$ cat src/rtl/dcrm_pkg.sv
// ----------------------------------------------------------------------------
// dcrm_pkg: shared types and constants of the dual channel running median
// Word layouts, window geometry and register indexes.
// ----------------------------------------------------------------------------
`timescale 1ns / 1ps
`default_nettype none

package dcrm_pkg;

	// window geometry
	localparam int WINDOW   = 5;
	localparam int TAG_W    = (WINDOW > 1) ? $clog2(WINDOW) : 1;
	localparam int CNT_W    = $clog2(WINDOW + 1);

	// sample arithmetic
	localparam int CODE_W   = 12;
	localparam int GAIN_W   = 32;
	localparam int FRAC_W   = 16;
	localparam int SAMPLE_W = 20;
	localparam int PROD_W   = CODE_W + GAIN_W;

	// configuration port
	localparam int CFG_IDX_W = 2;
	localparam int CFG_DAT_W = GAIN_W;

	localparam logic [CFG_IDX_W-1:0] REG_ENABLE       = 2'd0;
	localparam logic [CFG_IDX_W-1:0] REG_VOLTAGE_GAIN = 2'd1;
	localparam logic [CFG_IDX_W-1:0] REG_CURRENT_GAIN = 2'd2;

	localparam logic [GAIN_W-1:0] GAIN_UNITY = 32'h0001_0000;

	// input word
	typedef struct packed {
		logic [CODE_W-1:0] raw_voltage;
		logic [CODE_W-1:0] raw_current;
	} in_word_t;

	// result word
	typedef struct packed {
		logic [SAMPLE_W-1:0] voltage_median;
		logic [SAMPLE_W-1:0] current_median;
		logic                valid_res;
	} out_word_t;

	// one window cell: occupied flag, ring slot it came from, sample
	typedef struct packed {
		logic                vld;
		logic [TAG_W-1:0]    tag;
		logic [SAMPLE_W-1:0] val;
	} entry_t;

endpackage

`default_nettype wire

$ cat src/rtl/dcrm_scale.sv
// ----------------------------------------------------------------------------
// dcrm_scale: gain scaling of one ADC code
// Q16.16 multiply, fraction truncated, result saturated to the sample width.
// ----------------------------------------------------------------------------
`timescale 1ns / 1ps
`default_nettype none

module dcrm_scale (
	input  wire logic [dcrm_pkg::CODE_W-1:0]   code,
	input  wire logic [dcrm_pkg::GAIN_W-1:0]   gain,
	output logic      [dcrm_pkg::SAMPLE_W-1:0] sample
);

	logic [dcrm_pkg::PROD_W-1:0]                  prod;
	logic [dcrm_pkg::PROD_W-dcrm_pkg::FRAC_W-1:0] whole;

	// full product, then drop the fraction
	assign prod  = dcrm_pkg::PROD_W'(code) * dcrm_pkg::PROD_W'(gain);
	assign whole = prod[dcrm_pkg::PROD_W-1:dcrm_pkg::FRAC_W];

	// clamp anything above the sample range
	always_comb begin
		if (|whole[dcrm_pkg::PROD_W-dcrm_pkg::FRAC_W-1:dcrm_pkg::SAMPLE_W]) begin
			sample = '1;
		end else begin
			sample = whole[dcrm_pkg::SAMPLE_W-1:0];
		end
	end

endmodule

`default_nettype wire

$ cat src/rtl/dcrm_cell.sv
// ----------------------------------------------------------------------------
// dcrm_cell: one cell of the sorted window chain
// Holds one sample; on update takes its new content from its neighbours,
// itself or the incoming sample so the chain stays sorted.
// ----------------------------------------------------------------------------
`timescale 1ns / 1ps
`default_nettype none

module dcrm_cell (
	input  wire logic                          clk,
	input  wire logic                          arst_n,
	input  wire logic                          upd,
	input  wire logic [dcrm_pkg::SAMPLE_W-1:0] sample,
	input  wire logic [dcrm_pkg::TAG_W-1:0]    slot,
	input  wire dcrm_pkg::entry_t              left,
	input  wire logic                          left_lf,
	input  wire logic                          ev_prev,
	input  wire dcrm_pkg::entry_t              right,
	input  wire logic                          right_lf,
	output dcrm_pkg::entry_t                   entry,
	output logic                               lf,
	output logic                               ev_le
);

	logic                          vld_q;
	logic [dcrm_pkg::TAG_W-1:0]    tag_q;
	logic [dcrm_pkg::SAMPLE_W-1:0] val_q;

	dcrm_pkg::entry_t own;
	dcrm_pkg::entry_t ins;
	dcrm_pkg::entry_t rem_here;
	dcrm_pkg::entry_t rem_prev;
	dcrm_pkg::entry_t nxt;
	logic             ev_own;
	logic             rem_here_lf;
	logic             rem_prev_lf;

	assign own   = '{vld: vld_q, tag: tag_q, val: val_q};
	assign ins   = '{vld: 1'b1, tag: slot, val: sample};
	assign entry = own;

	// sits below the new sample; evicted when it holds the slot being overwritten
	assign lf     = vld_q && (val_q <= sample);
	assign ev_own = vld_q && (tag_q == slot);
	assign ev_le  = ev_prev | ev_own;

	// chain with the evicted cell closed up: this place and the one before it
	assign rem_here    = ev_le ? right : own;
	assign rem_here_lf = ev_le ? right_lf : lf;
	assign rem_prev    = ev_prev ? own : left;
	assign rem_prev_lf = ev_prev ? lf : left_lf;

	// below the insert point keep, at it take the sample, above it shift up
	always_comb begin
		if (rem_here_lf) begin
			nxt = rem_here;
		end else if (rem_prev_lf) begin
			nxt = ins;
		end else begin
			nxt = rem_prev;
		end
	end

	always_ff @(posedge clk or negedge arst_n) begin
		if (!arst_n) begin
			vld_q <= 1'b0;
		end else if (upd) begin
			vld_q <= nxt.vld;
		end
	end

	always_ff @(posedge clk) begin
		if (upd) begin
			tag_q <= nxt.tag;
			val_q <= nxt.val;
		end
	end

endmodule

`default_nettype wire

$ cat src/rtl/dcrm_chain.sv
// ----------------------------------------------------------------------------
// dcrm_chain: sorted window of one channel
// A row of cells kept in ascending order; one sample in, the oldest out,
// per update. The median tap picks one cell by position.
// ----------------------------------------------------------------------------
`timescale 1ns / 1ps
`default_nettype none

module dcrm_chain (
	input  wire logic                          clk,
	input  wire logic                          arst_n,
	input  wire logic                          upd,
	input  wire logic [dcrm_pkg::SAMPLE_W-1:0] sample,
	input  wire logic [dcrm_pkg::TAG_W-1:0]    slot,
	input  wire logic [dcrm_pkg::TAG_W-1:0]    sel,
	output logic      [dcrm_pkg::SAMPLE_W-1:0] median
);

	// neighbour wiring, one spare place at each end
	dcrm_pkg::entry_t              ent_w [0:dcrm_pkg::WINDOW+1];
	logic                          lf_w  [0:dcrm_pkg::WINDOW+1];
	logic                          ev_w  [0:dcrm_pkg::WINDOW];
	logic [dcrm_pkg::SAMPLE_W-1:0] val_w [0:dcrm_pkg::WINDOW-1];

	// ends of the row: nothing evicted before the first cell, empty past the last
	assign ent_w[0]                  = '0;
	assign lf_w[0]                   = 1'b1;
	assign ev_w[0]                   = 1'b0;
	assign ent_w[dcrm_pkg::WINDOW+1] = '0;
	assign lf_w[dcrm_pkg::WINDOW+1]  = 1'b0;

	for (genvar i = 0; i < dcrm_pkg::WINDOW; i++) begin : g_cell
		dcrm_cell u_cell (
			.clk      (clk),
			.arst_n   (arst_n),
			.upd      (upd),
			.sample   (sample),
			.slot     (slot),
			.left     (ent_w[i]),
			.left_lf  (lf_w[i]),
			.ev_prev  (ev_w[i]),
			.right    (ent_w[i+2]),
			.right_lf (lf_w[i+2]),
			.entry    (ent_w[i+1]),
			.lf       (lf_w[i+1]),
			.ev_le    (ev_w[i+1])
		);
		assign val_w[i] = ent_w[i+1].val;
	end

	// median tap
	assign median = val_w[sel];

endmodule

`default_nettype wire

$ cat src/rtl/dual_channel_running_median_core.sv
// ----------------------------------------------------------------------------
// dual_channel_running_median_core: two channel sliding window median
// Scales voltage and current codes by their gains and returns the running
// median of each channel's last WINDOW samples.
// ----------------------------------------------------------------------------
// Pipeline: three register stages (stage 1, stage 2, output register); an accepted
// word passes through stage 1 and stage 2 and is taken from the output register.
// Throughput: one word per cycle; the sorted cell chains insert and evict one
// sample per cycle, so only output backpressure slows the block.
// Reset: clears the windows (empty), ring slot and fill count, enable to 0 and
// both gains to unity. No clearing pass; the block is ready straight away.
`timescale 1ns / 1ps
`default_nettype none

module dual_channel_running_median_core (
	input  wire logic                           clk,
	input  wire logic                           arst_n,
	input  wire logic                           in_valid,
	output logic                                in_ready,
	input  wire dcrm_pkg::in_word_t             in_data,
	output logic                                out_valid,
	input  wire logic                           out_ready,
	output dcrm_pkg::out_word_t                 out_data,
	input  wire logic                           cfg_valid,
	output logic                                cfg_ready,
	input  wire logic [dcrm_pkg::CFG_IDX_W-1:0] cfg_index,
	input  wire logic [dcrm_pkg::CFG_DAT_W-1:0] cfg_data
);

	logic                          enable_q;
	logic [dcrm_pkg::GAIN_W-1:0]   vgain_q;
	logic [dcrm_pkg::GAIN_W-1:0]   igain_q;

	logic [dcrm_pkg::SAMPLE_W-1:0] vscaled;
	logic [dcrm_pkg::SAMPLE_W-1:0] iscaled;

	logic                          valid_s1;
	logic                          en_s1;
	logic [dcrm_pkg::SAMPLE_W-1:0] vsmp_s1;
	logic [dcrm_pkg::SAMPLE_W-1:0] ismp_s1;

	logic                          valid_s2;
	logic                          en_s2;

	logic [dcrm_pkg::TAG_W-1:0]    slot_q;
	logic [dcrm_pkg::CNT_W-1:0]    fill_q;
	logic [dcrm_pkg::CNT_W-1:0]    half_fill;
	logic [dcrm_pkg::TAG_W-1:0]    sel;

	logic [dcrm_pkg::SAMPLE_W-1:0] vmed;
	logic [dcrm_pkg::SAMPLE_W-1:0] imed;

	logic                          out_valid_q;
	dcrm_pkg::out_word_t           out_data_q;

	logic                          adv_s1;
	logic                          adv_s2;
	logic                          upd;

	// stage flow: each stage moves when the next one is free or moving
	assign adv_s2    = !out_valid_q || out_ready;
	assign adv_s1    = !valid_s2 || adv_s2;
	assign in_ready  = !valid_s1 || adv_s1;
	assign upd       = valid_s1 && en_s1 && adv_s1;
	assign cfg_ready = 1'b1;

	// configuration registers
	always_ff @(posedge clk or negedge arst_n) begin
		if (!arst_n) begin
			enable_q <= 1'b0;
			vgain_q  <= dcrm_pkg::GAIN_UNITY;
			igain_q  <= dcrm_pkg::GAIN_UNITY;
		end else if (cfg_valid) begin
			case (cfg_index)
				dcrm_pkg::REG_ENABLE:       enable_q <= cfg_data[0];
				dcrm_pkg::REG_VOLTAGE_GAIN: vgain_q  <= cfg_data;
				dcrm_pkg::REG_CURRENT_GAIN: igain_q  <= cfg_data;
				default: begin
				end
			endcase
		end
	end

	// scaling into stage 1
	dcrm_scale u_vscale (
		.code   (in_data.raw_voltage),
		.gain   (vgain_q),
		.sample (vscaled)
	);

	dcrm_scale u_iscale (
		.code   (in_data.raw_current),
		.gain   (igain_q),
		.sample (iscaled)
	);

	always_ff @(posedge clk or negedge arst_n) begin
		if (!arst_n) begin
			valid_s1 <= 1'b0;
		end else if (in_ready) begin
			valid_s1 <= in_valid;
		end
	end

	always_ff @(posedge clk) begin
		if (in_ready && in_valid) begin
			en_s1   <= enable_q;
			vsmp_s1 <= vscaled;
			ismp_s1 <= iscaled;
		end
	end

	// ring slot and fill count follow every stored sample
	always_ff @(posedge clk or negedge arst_n) begin
		if (!arst_n) begin
			slot_q <= '0;
			fill_q <= '0;
		end else if (upd) begin
			if (slot_q == dcrm_pkg::TAG_W'(dcrm_pkg::WINDOW - 1)) begin
				slot_q <= '0;
			end else begin
				slot_q <= slot_q + dcrm_pkg::TAG_W'(1);
			end
			if (fill_q != dcrm_pkg::CNT_W'(dcrm_pkg::WINDOW)) begin
				fill_q <= fill_q + dcrm_pkg::CNT_W'(1);
			end
		end
	end

	// sorted windows, updated as an enabled word leaves stage 1
	dcrm_chain u_vchain (
		.clk    (clk),
		.arst_n (arst_n),
		.upd    (upd),
		.sample (vsmp_s1),
		.slot   (slot_q),
		.sel    (sel),
		.median (vmed)
	);

	dcrm_chain u_ichain (
		.clk    (clk),
		.arst_n (arst_n),
		.upd    (upd),
		.sample (ismp_s1),
		.slot   (slot_q),
		.sel    (sel),
		.median (imed)
	);

	// stage 2: word sits while its chain state is read
	always_ff @(posedge clk or negedge arst_n) begin
		if (!arst_n) begin
			valid_s2 <= 1'b0;
		end else if (adv_s1) begin
			valid_s2 <= valid_s1;
		end
	end

	always_ff @(posedge clk) begin
		if (adv_s1 && valid_s1) begin
			en_s2 <= en_s1;
		end
	end

	// median position is half the fill count
	assign half_fill = fill_q >> 1;
	assign sel       = half_fill[dcrm_pkg::TAG_W-1:0];

	// output register
	always_ff @(posedge clk or negedge arst_n) begin
		if (!arst_n) begin
			out_valid_q <= 1'b0;
		end else if (adv_s2) begin
			out_valid_q <= valid_s2;
		end
	end

	always_ff @(posedge clk) begin
		if (adv_s2 && valid_s2) begin
			if (en_s2) begin
				out_data_q <= '{voltage_median: vmed, current_median: imed,
					valid_res: 1'b1};
			end else begin
				out_data_q <= '0;
			end
		end
	end

	assign out_valid = out_valid_q;
	assign out_data  = out_data_q;

endmodule

`default_nettype wire

$ cat config.mk
export PLATFORM = sky130hd
export DESIGN_NAME = dual_channel_running_median_core
export DESIGN_NICKNAME = d
export VERILOG_FILES = /design/src/rtl/dcrm_pkg.sv /design/src/rtl/dcrm_scale.sv /design/src/rtl/dcrm_cell.sv /design/src/rtl/dcrm_chain.sv /design/src/rtl/dual_channel_running_median_core.sv
export SDC_FILE = /design/constraint.sdc
export NUM_CORES = 2
export LEC_CHECK = 0
export BUFFER_PORTS_ARGS = -buffer_cell sky130_fd_sc_hd__buf_2
export CAP_MARGIN = 15
export CORE_MARGIN = 2
export CORE_UTILIZATION = 70
export DETAILED_ROUTE_END_ITERATION = 8
export PLACE_DENSITY = 0.93
export SLEW_MARGIN = 30
export SYNTH_ARGS = -nofsm -noshare
export SYNTH_HDL_FRONTEND = slang
export SYNTH_HIERARCHICAL = 1
export SYNTH_SLANG_ARGS = --single-unit
$ cat constraint.sdc
create_clock -name clk -period 10.6 [get_ports clk]
set_input_delay 0.53 -clock clk [delete_from_list [all_inputs] [get_ports clk]]
set_output_delay 0.53 -clock clk [all_outputs]
set_load 0.01 [all_outputs]
==> flow_summary.ini <==
[outcome]
status = complete, but fails checks
violations = design-rule violations

[sta]
drv_slew = 0
finalSetupViolations = 0
fmax_mhz = 149
tns_ns = 0
worst_slew_margin_rel_pct = 32.4
hold_viol_final = 0
worst_pin_slew_ns = 1.01
fin_crit_sh_pct = 63.3
final.min_clock_period_ns = 6.71
fin_worst_skew_ns = 0.0237
rsz0062_at_grt = no

[layout]
fillCellCount = 4578
ff_latch_area_sq_um = 11500
fin_util_pct = 74.4
drive_gt1_share_pct = 7.19
multi_input_area_sq_um = 34900
final_cell_mix = nand2_1 (886), inv_1 (869), fa_1 (598)
syn_to_final_growth_pct = 5.29
design_area_sq_um = 53200
layout.nets = 6434
fin_cells = 6400
final_common_cell = nand2_1

[die]
io_pins = 107
die_y_microns = 273
die_w_microns = 273
core_sq_um = 71500
die-area_sq_um = 74300
initial_core_util_pct = 70.7
placementRows = 98

[yosys]
syn_inst = 5413
yosys_register_bits = 397
syn_area_per_cell_sq_um = 9.33
synth_enable_flop_cells = 313
ys_types = 85
ys_seq_area_share_pct = 22.8
synth_ff_type = edfxtp_1
synth_warnings = 6
async_flop_share_pct = 21.2
synth_area_sq_um = 50500

[clock_tree]
cts_htree_levels = 2
clock_latency_ns = 0.61
path_clk_slew_ns = 0.06
clock_sinks = 397
numCtsBuffers = 45
clk_path_buf_depth = 3
ctsRootBufferMaster = clkbuf_16
cts_tree = done

[route]
drc_errors = 1
vias = 40800
routed_wirelength_microns = 140000
drt_pass1_iterations = 9
drtIter0Drc = 4459
via_per_inst = 6.38
route.detailed.wl_per_inst_microns = 21.9
ant_nets = 0

[grt]
antenna_found_initial = 0
grt_util_all_layers_pct = 38.2
first_global_vias = 43200
grt_max_degree = 70
grt_pass1_wl_microns = 225000
grt-ovfl-total = 0

[placement]
dp_cells = 6315
place_hpwl_microns = 101000
post_dp_cell_area_sq_um = 51700
port_buffers = 105
gp_congestion = 0.991

[critical_path]
reg2reg_depth = 19
path_max_fanout = 20
r2r-end = ismp_s1[19]
critPathCaptureType = flip-flop
path_class = flip-flop to flip-flop
crit-reg2reg-launch = igain_q[7]
r2r_slack_ns = 3.89
critPathRequiredTime_ns = 10.95
worstPathArrival_ns = 7.06
critPathLaunchType = flip-flop

[min_path]
whs_path_depth = 2
holdPathEnd = valid_s1
hold_start = in_valid
hold_class = primary input to flip-flop

[job]
cap_violations = 0
[Yosys cell counts, drive strengths merged (4+ instances only)]
| master | number | area (sq um) |
|---|---|---|
| o21a | 24 | 180 |
| mux2i | 283 | 2830 |
| conb | 6 | 22.5 |
| o41ai | 11 | 171 |
| nor4 | 5 | 43.8 |
| or4 | 23 | 176 |
| o21bai | 5 | 37.5 |
| nand4 | 82 | 576 |
| and2 | 310 | 1940 |
| a31oi | 12 | 75.1 |
| o21ai | 337 | 1690 |
| a21o | 19 | 143 |
| or3b | 10 | 87.6 |
| dfrtp | 82 | 2050 |
| o22ai | 12 | 75.1 |
| a221o | 46 | 473 |
| xor2 | 55 | 482 |
| a32o | 11 | 110 |
| inv | 874 | 3280 |
| nor3 | 28 | 140 |
| clkbuf | 207 | 807 |
| nand4b | 18 | 158 |
| o221ai | 5 | 43.8 |
| nand3b | 5 | 62.6 |
| xnor2 | 25 | 219 |
| nor2 | 175 | 664 |
| edfxtp | 313 | 9400 |
| and4 | 4 | 35.0 |
| a21oi | 157 | 823 |
| nand2 | 886 | 3330 |
| and4b | 10 | 100 |
| nand3 | 18 | 90.1 |
| nand2b | 39 | 244 |
| ha | 360 | 4500 |
| o311ai | 11 | 104 |
| fa | 598 | 12000 |
| or3 | 13 | 81.3 |
| o211ai | 27 | 203 |
| o211a | 12 | 120 |
| a221oi | 6 | 65.1 |
| a211oi | 40 | 365 |
| nor2b | 19 | 119 |
| buf | 87 | 644 |
| mux2 | 107 | 1460 |
[worst max-delay path, cell delays in order, from the launching register on]
cell and delay, ns:
dfrtp_1 0.80, nand2_1 0.16, fa_1 0.55, inv_1 0.06
fa_1 0.57, fa_1 0.44, fa_1 0.49, inv_1 0.05
fa_1 0.55, inv_1 0.06, ha_1 0.33, a21oi_1 0.20
o21a_1 0.18, nor3_1 0.05, or4_4 0.56, nor2_4 0.18
nand4_1 0.12, a31oi_1 0.20, nand4_1 0.47, or2_1 0.40
[flip-flops by register name (all words and copies together) (netlist names), 5 cells and up]
register,count
igain_q,32
ismp_s1,20
out_data,41
u_ichain/g_cell.u_cell/tag_q,15
u_ichain/g_cell.u_cell/val_q,100
u_ichain/g_cell.u_cell/vld_q,5
u_vchain/g_cell.u_cell/tag_q,15
u_vchain/g_cell.u_cell/val_q,100
u_vchain/g_cell.u_cell/vld_q,5
vgain_q,32
vsmp_s1,20
[cell type report]
class | count | area share [%]
timing repair buffer | 132 | 1.65
tap | 950 | 2.23
sequential | 397 | 21.6
multi-input combinational | 3963 | 65.5
antenna | 1 | 0.00470
inverter | 874 | 6.17
clock inverter | 16 | 0.374
clock buffer | 67 | 2.42
[worst max path at each step]
stage                           start           to  slack [ns]  depth (start not counted)
after CTS                  igain_q[8]  ismp_s1[19]        3.96                         19
final                      igain_q[7]  ismp_s1[19]        3.89                         19
after floorplan           in_data[18]  vsmp_s1[16]        4.56                         21
after global routing      igain_q[12]  ismp_s1[19]        3.56                         19
after global placement     in_data[3]  ismp_s1[19]        3.74                         20
after detailed placement   in_data[3]  ismp_s1[19]        3.56                         19
[per-layer routing]
metal  GRT usage [%]  vias to the layer above  wire length [microns]  share of wire [%]
met5               0                        -                      0                  0
met4            19.9                        0                   7550                5.4
met3            8.62                      671                  16800                 12
met2            61.1                     2921                  65000                 46
met1            49.1                    19600                  51100                 36
li1                -                    17600                      -                  -
[kinds of logic after synthesis]
kind of cell / count (synthesis) / share of synthesized area (%)
simple gates: 1653 / 15.6
other cells: 6 / 0.0446
flops: 397 / 22.8
buf+inv: 1168 / 9.37
compound gates: 761 / 9.71
xor+xnor: 80 / 1.39
mux: 390 / 8.50
fa+ha+maj: 958 / 32.6
[timing repair]
item / in CTS / in global routing
hold buffers: 1 / 0
setup endpoints to repair: 0 / 0
resized for setup: 0 / 0
endpoints found under the hold margin: 15 / 0
buffers inserted: 0 / 0
[metrics by stage]
stage	worst slack (ns)	hold slack, ns
CTS	3.96	0.136
detailed placement	3.56	0.412
floorplan	4.56	0.234
finish	3.89	0.151
global placement	3.74	0.410
global route	3.56	0.155
Power is not shown: default switching activity piles up to over one toggle a cycle in this logic, so the estimate is an artifact.
